### config.mk
export PLATFORM = sky130hd
export DESIGN_NAME = sliding_window_trimmed_range_unit
export DESIGN_NICKNAME = d
export VERILOG_FILES = /design/src/design/swtr_pkg.sv /design/src/design/sliding_window_trimmed_range_unit.sv /design/src/design/swtr_ram.sv /design/src/design/swtr_engine.sv
export SDC_FILE = /design/constraint.sdc
export NUM_CORES = 2
export LEC_CHECK = 0
export ABC_AREA = 1
export BUFFER_PORTS_ARGS = -buffer_cell sky130_fd_sc_hd__buf_2
export CORE_MARGIN = 10
export CORE_UTILIZATION = 30
export CTS_CLUSTER_SIZE = 12
export DETAILED_ROUTE_END_ITERATION = 12
export PLACE_DENSITY = 0.47
export SYNTH_ARGS = -nofsm -noshare
export SYNTH_HDL_FRONTEND = slang
export SYNTH_SLANG_ARGS = --single-unit
export TNS_END_PERCENT = 10
### constraint.sdc
create_clock -name aclk -period 8.6 [get_ports aclk]
set_clock_uncertainty 0.15 [all_clocks]
set_input_delay 0.86 -clock aclk [delete_from_list [all_inputs] [get_ports aclk]]
set_output_delay 0.86 -clock aclk [all_outputs]
set_load 0.01 [all_outputs]
### src/design/swtr_pkg.sv
// Shared constants, register codes and types of the sliding-window trimmed range unit.
// No dependencies; imported by sliding_window_trimmed_range_unit, swtr_engine and the testbench.
`default_nettype none

package swtr_pkg;

    localparam int LOCK_WINDOW = 64;
    localparam int WIN_AW      = (LOCK_WINDOW > 1) ? $clog2(LOCK_WINDOW) : 1;
    localparam int SORT_AW     = WIN_AW + 1;
    localparam int FILL_W      = $clog2(LOCK_WINDOW + 1);

    localparam int LOCK_W   = 16;
    localparam int SAMPLE_W = 17;
    localparam int CENTRE_W = 17;
    localparam int RADIUS_W = 16;
    localparam int TOTAL_W  = 32;
    localparam int THR_W    = 7;

    localparam int CFG_IDX_W  = 2;
    localparam int CFG_DATA_W = 16;

    localparam logic [CFG_IDX_W-1:0] REG_LOCKS_BEFORE_HINT = 2'd0;
    localparam logic [CFG_IDX_W-1:0] REG_MIN_RADIUS        = 2'd1;
    localparam logic [CFG_IDX_W-1:0] REG_MAX_RADIUS        = 2'd2;

    localparam logic [THR_W-1:0]    RST_LOCKS_BEFORE_HINT = 7'd16;
    localparam logic [RADIUS_W-1:0] RST_MIN_RADIUS        = 16'd64;
    localparam logic [RADIUS_W-1:0] RST_MAX_RADIUS        = 16'd256;

    // floor(n/20) == (n*205) >> 12 for every n up to 256
    localparam int TRIM_MUL    = 205;
    localparam int TRIM_SHIFT  = 12;
    localparam int TRIM_PROD_W = TRIM_SHIFT + FILL_W;

    localparam int S_TDATA_W = ((SAMPLE_W + 7) / 8) * 8;
    localparam int M_PAY_W   = CENTRE_W + RADIUS_W + TOTAL_W;
    localparam int M_TDATA_W = ((M_PAY_W + 7) / 8) * 8;
    localparam int M_TUSER_W = 2;

    typedef struct packed {
        logic [THR_W-1:0]    locks_before_hint;
        logic [RADIUS_W-1:0] min_radius;
        logic [RADIUS_W-1:0] max_radius;
    } swtr_cfg_t;

    typedef struct packed {
        logic                hint_valid;
        logic [CENTRE_W-1:0] hint_centre;
        logic [RADIUS_W-1:0] hint_radius;
        logic                hint_updated;
        logic [TOTAL_W-1:0]  total_locks;
    } swtr_result_t;

endpackage

`default_nettype wire

### src/design/sliding_window_trimmed_range_unit.sv
// Sliding-window trimmed range unit: per-line lock positions in, trimmed-range hint out.
// An accepted item (line_valid set, lock position non-negative) runs a merge pass that
// rebuilds the sorted copy of the window in its RAM, one entry per cycle apart from the cycle
// that skips the evicted entry, followed by two reads of the trimmed ends and the hint math;
// the reads and the math are skipped while the fill is below locks_before_hint.
// A rejected item skips all of this. No clearing pass runs after reset. One result item comes
// out per input item; the result register lets the engine finish while the last result waits.
// Depends on swtr_pkg and swtr_engine.
`default_nettype none

module sliding_window_trimmed_range_unit import swtr_pkg::*; (
    input  wire logic                  aclk,
    input  wire logic                  aresetn,
    input  wire logic                  s_tvalid,
    output logic                       s_tready,
    input  wire logic [S_TDATA_W-1:0]  s_tdata,   // [16:0] lock_pos
    input  wire logic                  s_tuser,   // [0] line_valid
    output logic                       m_tvalid,
    input  wire logic                  m_tready,
    output logic      [M_TDATA_W-1:0]  m_tdata,   // [16:0] centre, [32:17] radius, [64:33] total
    output logic      [M_TUSER_W-1:0]  m_tuser,   // [0] hint_valid, [1] hint_updated
    input  wire logic                  cfg_valid,
    output logic                       cfg_ready,
    input  wire logic [CFG_IDX_W-1:0]  cfg_index,
    input  wire logic [CFG_DATA_W-1:0] cfg_data
);

    swtr_cfg_t            cfg_reg;
    swtr_result_t         result;
    logic                 eng_idle, res_valid, res_take, start, is_lock;
    logic                 m_tvalid_reg;
    logic [M_TDATA_W-1:0] m_tdata_reg;
    logic [M_TUSER_W-1:0] m_tuser_reg;

    assign cfg_ready = 1'b1;

    always_ff @(posedge aclk) begin
        if (!aresetn) begin
            cfg_reg.locks_before_hint <= RST_LOCKS_BEFORE_HINT;
            cfg_reg.min_radius        <= RST_MIN_RADIUS;
            cfg_reg.max_radius        <= RST_MAX_RADIUS;
        end else if (cfg_valid) begin
            case (cfg_index)
                REG_LOCKS_BEFORE_HINT: begin
                    cfg_reg.locks_before_hint <= cfg_data[THR_W-1:0];
                end
                REG_MIN_RADIUS: begin
                    cfg_reg.min_radius <= cfg_data[RADIUS_W-1:0];
                end
                REG_MAX_RADIUS: begin
                    cfg_reg.max_radius <= cfg_data[RADIUS_W-1:0];
                end
                default: begin
                end
            endcase
        end
    end

    assign s_tready = eng_idle;
    assign start    = s_tvalid & eng_idle;
    assign is_lock  = s_tuser & ~s_tdata[SAMPLE_W-1];

    swtr_engine u_engine (
        .aclk       (aclk),
        .aresetn    (aresetn),
        .start      (start),
        .is_lock    (is_lock),
        .lock_value (s_tdata[LOCK_W-1:0]),
        .cfg        (cfg_reg),
        .idle       (eng_idle),
        .res_valid  (res_valid),
        .res_take   (res_take),
        .result     (result)
    );

    assign res_take = res_valid & (~m_tvalid_reg | m_tready);

    always_ff @(posedge aclk) begin
        if (!aresetn) begin
            m_tvalid_reg <= 1'b0;
        end else if (res_take) begin
            m_tvalid_reg <= 1'b1;
        end else if (m_tready) begin
            m_tvalid_reg <= 1'b0;
        end
        if (res_take) begin
            m_tdata_reg <= M_TDATA_W'({result.total_locks, result.hint_radius,
                                       result.hint_centre});
            m_tuser_reg <= {result.hint_updated, result.hint_valid};
        end
    end

    assign m_tvalid = m_tvalid_reg;
    assign m_tdata  = m_tdata_reg;
    assign m_tuser  = m_tuser_reg;

endmodule

`default_nettype wire

### src/design/swtr_ram.sv
// Generic simple dual-port synchronous RAM, one write and one registered read per cycle.
// No dependencies.
`default_nettype none

module swtr_ram #(
    parameter int DEPTH = 64,
    parameter int WIDTH = 16
) (
    input  wire logic                     aclk,
    input  wire logic                     we,
    input  wire logic [$clog2(DEPTH)-1:0] waddr,
    input  wire logic [WIDTH-1:0]         wdata,
    input  wire logic [$clog2(DEPTH)-1:0] raddr,
    output logic      [WIDTH-1:0]         rdata
);

    logic [WIDTH-1:0] mem [DEPTH];

    always_ff @(posedge aclk) begin
        if (we) begin
            mem[waddr] <= wdata;
        end
    end

    always_ff @(posedge aclk) begin
        rdata <= mem[raddr];
    end

endmodule

`default_nettype wire

### src/design/swtr_engine.sv
// Window engine: arrival-order window RAM, ping-pong sorted-copy RAM, merge pass and hint math.
// Depends on swtr_pkg and swtr_ram.
`default_nettype none

module swtr_engine import swtr_pkg::*; (
    input  wire logic              aclk,
    input  wire logic              aresetn,
    input  wire logic              start,
    input  wire logic              is_lock,
    input  wire logic [LOCK_W-1:0] lock_value,
    input  wire swtr_cfg_t         cfg,
    output logic                   idle,
    output logic                   res_valid,
    input  wire logic              res_take,
    output swtr_result_t           result
);

    localparam int CMP_W = (FILL_W > THR_W) ? FILL_W : THR_W;

    typedef enum logic [2:0] {
        S_IDLE, S_LOAD, S_MERGE, S_TRIM_LO, S_TRIM_HI, S_CALC, S_CHECK, S_FINISH
    } state_t;

    state_t               state_reg, state_next;
    logic [WIN_AW-1:0]    slot_reg, slot_next;
    logic [FILL_W-1:0]    fill_reg, fill_next;
    logic [TOTAL_W-1:0]   total_reg, total_next;
    logic [CENTRE_W-1:0]  centre_reg, centre_next;
    logic [RADIUS_W-1:0]  radius_reg, radius_next;
    logic                 valid_reg, valid_next;
    logic                 updated_reg, updated_next;
    logic                 bank_reg, bank_next;
    logic [LOCK_W-1:0]    new_reg, new_next;
    logic [LOCK_W-1:0]    old_reg, old_next;
    logic [LOCK_W-1:0]    low_reg, low_next;
    logic [FILL_W-1:0]    n_old_reg, n_old_next;
    logic [FILL_W-1:0]    rd_idx_reg, rd_idx_next;
    logic [FILL_W-1:0]    wr_idx_reg, wr_idx_next;
    logic [FILL_W-1:0]    trim_reg, trim_next;
    logic                 inserted_reg, inserted_next;
    logic                 removed_reg, removed_next;

    logic                 win_we;
    logic [LOCK_W-1:0]    win_q;
    logic                 srt_we;
    logic [SORT_AW-1:0]   srt_waddr, srt_raddr;
    logic [LOCK_W-1:0]    srt_wdata, srt_q;

    logic [FILL_W-1:0]      fill_inc, rd_inc, hi_idx;
    logic [WIN_AW-1:0]      slot_inc;
    logic [TRIM_PROD_W-1:0] trim_prod;
    logic                   have_x, match_old, take_new, merge_done, thr_hit;
    logic [LOCK_W-1:0]      diff;

    swtr_ram #(.DEPTH(LOCK_WINDOW), .WIDTH(LOCK_W)) u_win_ram (
        .aclk  (aclk),
        .we    (win_we),
        .waddr (slot_reg),
        .wdata (new_reg),
        .raddr (slot_reg),
        .rdata (win_q)
    );

    // two banks: current sorted copy is read while the merged copy fills the other
    swtr_ram #(.DEPTH(2 ** SORT_AW), .WIDTH(LOCK_W)) u_sort_ram (
        .aclk  (aclk),
        .we    (srt_we),
        .waddr (srt_waddr),
        .wdata (srt_wdata),
        .raddr (srt_raddr),
        .rdata (srt_q)
    );

    assign fill_inc  = (fill_reg == FILL_W'(LOCK_WINDOW)) ? fill_reg : fill_reg + 1'b1;
    assign slot_inc  = (slot_reg == WIN_AW'(LOCK_WINDOW - 1)) ? '0 : slot_reg + 1'b1;
    assign trim_prod = TRIM_PROD_W'(fill_inc) * TRIM_PROD_W'(TRIM_MUL);
    assign rd_inc    = rd_idx_reg + 1'b1;
    assign hi_idx    = fill_reg - FILL_W'(1) - trim_reg;
    assign diff      = srt_q - low_reg;

    assign have_x     = rd_idx_reg < n_old_reg;
    assign match_old  = have_x && !removed_reg && (srt_q == old_reg);
    assign take_new   = !inserted_reg && (!have_x || (new_reg <= srt_q));
    assign merge_done = !have_x && inserted_reg;
    assign thr_hit    = CMP_W'(fill_reg) >= CMP_W'(cfg.locks_before_hint);

    always_comb begin
        state_next    = state_reg;
        slot_next     = slot_reg;
        fill_next     = fill_reg;
        total_next    = total_reg;
        centre_next   = centre_reg;
        radius_next   = radius_reg;
        valid_next    = valid_reg;
        updated_next  = updated_reg;
        bank_next     = bank_reg;
        new_next      = new_reg;
        old_next      = old_reg;
        low_next      = low_reg;
        n_old_next    = n_old_reg;
        rd_idx_next   = rd_idx_reg;
        wr_idx_next   = wr_idx_reg;
        trim_next     = trim_reg;
        inserted_next = inserted_reg;
        removed_next  = removed_reg;
        win_we        = 1'b0;
        srt_we        = 1'b0;
        srt_wdata     = new_reg;
        srt_waddr     = {~bank_reg, wr_idx_reg[WIN_AW-1:0]};
        srt_raddr     = {bank_reg, rd_idx_reg[WIN_AW-1:0]};

        case (state_reg)
            S_IDLE: begin
                if (start) begin
                    if (is_lock) begin
                        new_next   = lock_value;
                        n_old_next = fill_reg;
                        state_next = S_LOAD;
                    end else begin
                        updated_next = 1'b0;
                        state_next   = S_FINISH;
                    end
                end
            end
            S_LOAD: begin
                old_next      = win_q;
                win_we        = 1'b1;
                slot_next     = slot_inc;
                fill_next     = fill_inc;
                trim_next     = trim_prod[TRIM_SHIFT +: FILL_W];
                total_next    = (&total_reg) ? total_reg : total_reg + 1'b1;
                rd_idx_next   = '0;
                wr_idx_next   = '0;
                inserted_next = 1'b0;
                removed_next  = (n_old_reg != FILL_W'(LOCK_WINDOW));
                srt_raddr     = {bank_reg, {WIN_AW{1'b0}}};
                state_next    = S_MERGE;
            end
            S_MERGE: begin
                if (merge_done) begin
                    bank_next = ~bank_reg;
                    if (thr_hit) begin
                        state_next = S_TRIM_LO;
                    end else begin
                        updated_next = 1'b0;
                        state_next   = S_FINISH;
                    end
                end else if (match_old) begin
                    removed_next = 1'b1;
                    rd_idx_next  = rd_inc;
                    srt_raddr    = {bank_reg, rd_inc[WIN_AW-1:0]};
                end else if (take_new) begin
                    srt_we        = 1'b1;
                    inserted_next = 1'b1;
                    wr_idx_next   = wr_idx_reg + 1'b1;
                end else begin
                    srt_we      = 1'b1;
                    srt_wdata   = srt_q;
                    wr_idx_next = wr_idx_reg + 1'b1;
                    rd_idx_next = rd_inc;
                    srt_raddr   = {bank_reg, rd_inc[WIN_AW-1:0]};
                end
            end
            S_TRIM_LO: begin
                srt_raddr  = {bank_reg, trim_reg[WIN_AW-1:0]};
                state_next = S_TRIM_HI;
            end
            S_TRIM_HI: begin
                low_next   = srt_q;
                srt_raddr  = {bank_reg, hi_idx[WIN_AW-1:0]};
                state_next = S_CALC;
            end
            S_CALC: begin
                centre_next = CENTRE_W'(low_reg) + CENTRE_W'(srt_q);
                radius_next = (diff < cfg.min_radius) ? cfg.min_radius : diff;
                state_next  = S_CHECK;
            end
            S_CHECK: begin
                valid_next   = (radius_reg <= cfg.max_radius);
                updated_next = 1'b1;
                state_next   = S_FINISH;
            end
            S_FINISH: begin
                if (res_take) begin
                    state_next = S_IDLE;
                end
            end
            default: begin
                state_next = S_IDLE;
            end
        endcase
    end

    always_ff @(posedge aclk) begin
        if (!aresetn) begin
            state_reg   <= S_IDLE;
            slot_reg    <= '0;
            fill_reg    <= '0;
            total_reg   <= '0;
            centre_reg  <= '0;
            radius_reg  <= '0;
            valid_reg   <= 1'b0;
            updated_reg <= 1'b0;
            bank_reg    <= 1'b0;
        end else begin
            state_reg   <= state_next;
            slot_reg    <= slot_next;
            fill_reg    <= fill_next;
            total_reg   <= total_next;
            centre_reg  <= centre_next;
            radius_reg  <= radius_next;
            valid_reg   <= valid_next;
            updated_reg <= updated_next;
            bank_reg    <= bank_next;
        end
        new_reg      <= new_next;
        old_reg      <= old_next;
        low_reg      <= low_next;
        n_old_reg    <= n_old_next;
        rd_idx_reg   <= rd_idx_next;
        wr_idx_reg   <= wr_idx_next;
        trim_reg     <= trim_next;
        inserted_reg <= inserted_next;
        removed_reg  <= removed_next;
    end

    assign idle      = (state_reg == S_IDLE);
    assign res_valid = (state_reg == S_FINISH);

    assign result.hint_valid   = valid_reg;
    assign result.hint_centre  = centre_reg;
    assign result.hint_radius  = radius_reg;
    assign result.hint_updated = updated_reg;
    assign result.total_locks  = total_reg;

    a_merge_write_bound: assert property (@(posedge aclk) disable iff (!aresetn)
        (state_reg == S_MERGE && srt_we) |-> (wr_idx_reg < fill_reg))
        else $error("merge writes past the window fill");

    a_merge_complete: assert property (@(posedge aclk) disable iff (!aresetn)
        (state_reg == S_MERGE && merge_done) |-> (wr_idx_reg == fill_reg && removed_reg))
        else $error("merge ended with wrong length or evicted lock not found");

    a_fill_bound: assert property (@(posedge aclk) disable iff (!aresetn)
        fill_reg <= FILL_W'(LOCK_WINDOW))
        else $error("fill count beyond window depth");

    a_trim_order: assert property (@(posedge aclk) disable iff (!aresetn)
        (state_reg == S_TRIM_LO) |-> (trim_reg <= hi_idx))
        else $error("trimmed low index above high index");

endmodule

`default_nettype wire

# --- After elaboration in Yosys (flattened, before gate mapping) ---
# Memory sizes are Yosys's and may differ from the RTL's. A register that Yosys moved wholly into a read port is not among the register bits.
# Index checks and enable logic that the tools add are counted.
# W data, S select, Z words.
totals:
  ff_bits: 265
  ramBits: 3072
  inputBits: 48
  output_inout_bits: 77
  elab_cells: 144
  memories: 2
classes:
  addsub: 9
  n_mul: 1
  n_lt_le_gt_ge: 5
  eq_ne: 23
  muxes: 46
  bitwise_logic: 8
  n_reduce_logical: 26
mem_list:
  columns: ["name", "depth", "width", "rd", "rd_ports_with_merged_regs", "wr", "line_no", "rtl"]
  rows:
  - ["u_engine.u_sort_ram.mem", 128, 16, 1, 1, 1, "swtr_ram.sv:17", "logic [WIDTH-1:0] mem [DEPTH];"]
  - ["u_engine.u_win_ram.mem", 64, 16, 1, 1, 1, "swtr_ram.sv:17", null]
ops:
  columns: ["op", "count"]
  rows:
  - ["$mux W16", 5]
  - ["$mux W7", 6]
  - ["$add A32 B1 Y32 const B", 1]
  - ["$le A16 B16 Y1", 2]
  - ["$reduce_and A32 Y1", 1]
  - ["$pmux W7 S2", 2]
  - ["$mux W6", 4]
  - ["$pmux W3 S8", 1]
  - ["$pmux W6 S4", 1]
  - ["$add A7 B1 Y7 const B", 3]
  - ["$mux W1", 19]
  - ["$add A16 B16 Y17", 1]
  - ["$eq A16 B16 Y1", 1]
  - ["$lt A16 B16 Y1", 1]
  - ["$sub A16 B16 Y16", 1]
  - ["$mul A7 B8 Y15 const B", 1]
  - ["$mux W3", 5]
  - ["$reduce_and A3 Y1", 5]
  - ["$eq A3 B3 Y1 const B", 4]
  - ["$ne A2 B1 Y1 const B", 5]
  - ["$reduce_and A2 Y1", 5]
  - ["$ne A2 B2 Y1 const B", 4]
  - ["$eq A7 B7 Y1 const B", 1]
  - ["$ge A7 B7 Y1", 1]
  - ["other kinds (25)", 38]

# --- Logic depth before layout (Yosys ltp) ---
logic_depth:
  ltp_word: 8
  depth_mapped: 29
  depth_no_buf: 28

# --- By module ---
# A second synthesis with hierarchy kept.
unflattened:
  hier_cells: 12168
  hier_area_um2: 140205.7
modules_own_cells:
  columns: ["module", "instances", "cells_each", "area_per_inst_um2", "seq_area_each_um2"]
  rows:
  - ["swtr_ram (u_engine.u_sort_ram)", 1, 6793, 82828.2, 61819.3]
  - ["swtr_ram (u_engine.u_win_ram)", 1, 3517, 42099.1, 31069.8]
  - ["swtr_engine", 1, 1524, 11533.6, 3873.7]
  - ["sliding_window_trimmed_range_unit", 1, 334, 3744.8, 2812.7]

# --- Worst setup path after synthesis ---
# Ideal clock, no wire load.
synth_timing:
  kind: "reg-to-reg"
  start: "register u_engine.new_reg[15]"
  end: "memory u_engine.u_sort_ram.mem[0][0] (data pin)"
  setup_time_ps: 1197
  arrival_time_ps: 7276
  t_required_ps: 7253
  path_slack_ps: -24
  stages_incl_launch_ff: 12
  path_buffers: 1
  synth_period_minus_slack_ps: 8624
  cell_sequence: "edfxtp_1 -> ha_1 -> nand2_1 -> nor2_1 -> nand2_1 -> nor2_1 -> nor2_1 -> nand2_1 -> nand2_1 -> nand2_1 -> clkbuf_1 -> o21ai_0"
synth_via:
  elab_chain_len: 7
synth_lines:
  columns: ["item", "line_no", "rtl"]
  rows:
  - ["start, declared", "swtr_engine.sv:33", "logic [LOCK_W-1:0] new_reg, new_next;"]
  - ["start signal, assigned", "swtr_engine.sv:216", "new_reg <= new_next;"]
  - ["$le A16 B16 Y1", "swtr_engine.sv:83", "assign take_new = !inserted_reg && (!have_x || (new_reg <= srt_q));"]
  - ["$logic_or A1 B1 Y1", "swtr_engine.sv:83", null]
  - ["$logic_and A1 B1 Y1", "swtr_engine.sv:83", null]
  - ["$mux W16", "swtr_engine.sv:152", "end else if (take_new) begin"]
  - ["$mux W16", "swtr_engine.sv:148", "end else if (match_old) begin"]
  - ["$mux W16", "swtr_engine.sv:140", "if (merge_done) begin"]
  - ["$mux W16", "swtr_engine.sv:112", "case (state_reg)"]
  - ["via u_engine.srt_wdata[0]", "swtr_engine.sv:47", "logic [LOCK_W-1:0] srt_wdata, srt_q;"]
  - ["end, declared", "swtr_ram.sv:17", null]
# The timed path passes the listed nets, and every way through them passes these cells.

# --- Worst setup path after layout ---
layout_timing:
  start: "register u_engine.new_reg[7]"
  end: "register u_engine.u_sort_ram.rdata[5], read port of u_engine.u_sort_ram.mem"
layout_via:
  elab_chain_len: 7
layout_lines:
  columns: ["item", "line_no", "rtl"]
  rows:
  - ["$le A16 B16 Y1", "swtr_engine.sv:83", null]
  - ["$logic_or A1 B1 Y1", "swtr_engine.sv:83", null]
  - ["$logic_and A1 B1 Y1", "swtr_engine.sv:83", null]
  - ["$mux W6", "swtr_engine.sv:152", null]
  - ["$mux W6", "swtr_engine.sv:148", null]
  - ["$mux W6", "swtr_engine.sv:140", null]
  - ["$pmux W6 S4", "swtr_engine.sv:112", null]
  - ["end, declared", "swtr_ram.sv:14", "output logic [WIDTH-1:0] rdata"]
# No other way between the ends.
# A chain may end at the register's enable or synchronous reset.

==> impl_metrics.tcl <==
set metrics [dict create \
    synth.distinct_cells 56 \
    drv_slew 0 \
    finalSetupViolCount 0 \
    stdcell_count 17100 \
    yosys_warnings 0 \
    antenna_found_initial 14 \
    ir_drop_mv 0.764 \
    rows 247 \
    grt_pass1_vias 85700 \
    drtAntennaViolNets 0 \
    ys_async_sr_fraction_pct 0 \
    io_pins 125 \
    cts_sinks 3368 \
    timing.rr.start "u_engine.new_reg[7]" \
    grt_pass1_wl_um 611000 \
    power.switching_w 0.0299 \
    finalCritPeriodShare_pct 72.9 \
    largest_reg_flops 2048 \
    cts_tree "yes" \
    gp_congestion 0.810 \
    io_buffers 109 \
    start_kind "register" \
    p_leak_nw 53.1 \
    hold_path_class "primary input to register" \
    power.density_mw_per_mm2 420 \
    yosysSeqAreaShare_pct 73.2 \
    grt_max_degree 182 \
    die_h_um 693 \
    cts_root_buf "clkbuf_16" \
    ys_seq_elements 3368 \
    synth-edff-count 3212 \
    postSynthAreaPerCell_um2 12.7 \
    synthFlopType "edfxtp_1" \
    die-area_mm2 0.481 \
    p_total_w 0.0655 \
    grt-ovfl-total 0 \
    routed_via_density 5.16 \
    swShare_pct 45.7 \
    clockBufferDepth 4 \
    cts_resized 0 \
    worstMarginPinSlew_ps 1240 \
    vias 88500 \
    placed_area_mm2 0.144 \
    hold_violations 0 \
    rsz0062_at_grt "false" \
    cts-htree-levels 5 \
    cts_buffers 372 \
    place_inst 16400 \
    start_util_pct 30.1 \
    drt_iter0_drc 8504 \
    combPwrFrac_pct 46.5 \
    cp_max_fo 181 \
    max_freq_ghz 0.159 \
    place_ws_ps 2590 \
    fin_util_pct 34.5 \
    crit_type "register to register" \
    drive_gt1_share_pct 9.32 \
    core_area_mm2 0.452 \
    period_minus_slack_ps 6270 \
    min_from "cfg_data[10]" \
    hpwl_um 233000 \
    final_nets 11000 \
    insertion_delay_ps 970 \
    grt_use_total_pct 16.9 \
    maxCapViolCount 0 \
    routed_wl_um 426000 \
    die_x_um 693 \
    worst_slack_ps 2330 \
    p_int_w 0.0356 \
    drt_pre_antenna_iters 6 \
    cp-startpoint "u_engine.new_reg[7]" \
    routedWlPerCell_um 24.8 \
    netlist_area_mm2 0.136 \
    slew_headroom_pct 16.7 \
    p_seq_share_pct 30.2 \
    endpoint_kind "register" \
    arrival_ps 7020 \
    area_delta_synth_final_pct 14.7 \
    drc 0 \
    fin_area_mm2 0.156 \
    power_frac_clock_pct 23.3 \
    clk_pin_slew_worst_paths_ps 60 \
    worstPathRequired_ps 9340 \
    syn_inst 10700 \
    status "completed" \
]
-- area by class of cell --
| class | instances | area (um^2) |
|---|---|---|
| Tap cell | 5976 | 7480 |
| Clock inverter | 186 | 1620 |
| Inverter | 304 | 1170 |
| Clock buffer | 490 | 10000 |
| Fill cell | 43800 | 296000 |
| Multi-Input combinational cell | 6310 | 32300 |
| Sequential cell | 3368 | 99600 |
| Antenna cell | 6 | 15.0 |
| Timing Repair Buffer | 496 | 3970 |
-- path summary, 6_finish.rpt --
check	end	slack [ps]	depth (start not counted)
setup / recovery	u_engine.u_sort_ram.rdata[5]	2330	21
hold / removal	cfg_reg[10]	90	3
setup reg to reg	u_engine.u_sort_ram.rdata[5]	2330	21
hold reg to reg	u_engine.old_reg[14]	240	0
-- power groups by stage --
stage / Clock (W) / Sequential (W) / Combinational, W
CTS: 0.0156 / 0.0198 / 0.0306
finish: 0.0153 / 0.0198 / 0.0305
floorplan: 0 / 0.0203 / 0.0188
global route: 0.0162 / 0.0198 / 0.0330
global placement: 0 / 0.0201 / 0.0303
detailed placement: 0 / 0.0201 / 0.0305
-- metal layers --
| layer | track usage (%) | vias to the layer above | share of wire [%] |
|---|---|---|---|
| li1 | - | 39800 | - |
| met1 | 22.6 | 44900 | 42 |
| met2 | 28.4 | 3096 | 48 |
| met3 | 1.96 | 691 | 5.9 |
| met4 | 5.75 | 2 | 3.6 |
| met5 | 0 | - | 0.0040 |
-- layout by cell type (no fill, tap or decap), types with 133 or more instances in the layout --
cell type     n
edfxtp_1   3212
nand3_1    2846
nand2_1    1912
clkbuf_16   378
buf_4       330
nor2_1      305
inv_1       282
a21oi_1     200
a22oi_1     168
dfxtp_1     156
ha_1        133
-- per-stage QoR --
step / setup TNS (ps) / hold slack (ps)
floorplan: -26910 / 236
global placement: 0 / 238
detailed placement: 0 / 239
CTS: 0 / 17.5
global route: 0 / 84.2
finish: 0 / 88.6
-- synth_stat cells (all sizes together), types with 4 or more instances --
library cell     n  area share [%]
nand3         2849              10
inv            298            0.82
clkbuf         267            0.74
or2              4           0.018
buf            449             1.8
fa              11            0.16
a211oi          11           0.061
a2111o           4           0.033
a31oi           19           0.087
a21oi          201            0.74
ha             133             1.2
nor4             9           0.041
xor2            48            0.31
a22oi          170            0.94
nand4          115            0.53
o21bai          19            0.10
o221ai           4           0.026
a22o           109            0.70
a221oi         112            0.72
o211ai          17           0.094
nor3            44            0.16
o21a             6           0.033
o21ai          144            0.53
a21o             5           0.028
xnor2            5           0.032
nor2           321            0.89
clkinv           6           0.017
edfxtp        3212              71
a21boi           6           0.033
nand2         1917             5.3
dfxtp          156             2.3
-- repair_timing --
item	in CTS	in global routing
hold endpoints to repair	22	0
hold buffers	21	0
buffers inserted	0	0
-- critical path: stages, from the launching register on --
cell	delay, ps
edfxtp_1	330
buf_4	610
ha_1	380
a21o_1	190
nor2_1	190
nand2_1	80
nand2_1	60
nand2_1	50
nand2_1	150
nand3_4	160
nand3_1	160
nand3_4	260
nand2_8	560
buf_12	570
nand2_1	110
nand3_1	110
nand3_1	160
nand3_1	280
nand3_1	120
nand3_1	420
nand3_1	450
nand2_1	190
-- cell families after synthesis --
family / count (synthesis) / synth area share (%)
compound gates: 841 / 4.23
xor+xnor: 53 / 0.341
fa+ha+maj: 144 / 1.39
buf+inv: 1020 / 3.38
flops: 3368 / 73.2
other cells: 2 / 0.00552
simple gates: 5264 / 17.5
Power figures use the tool's default switching activity.
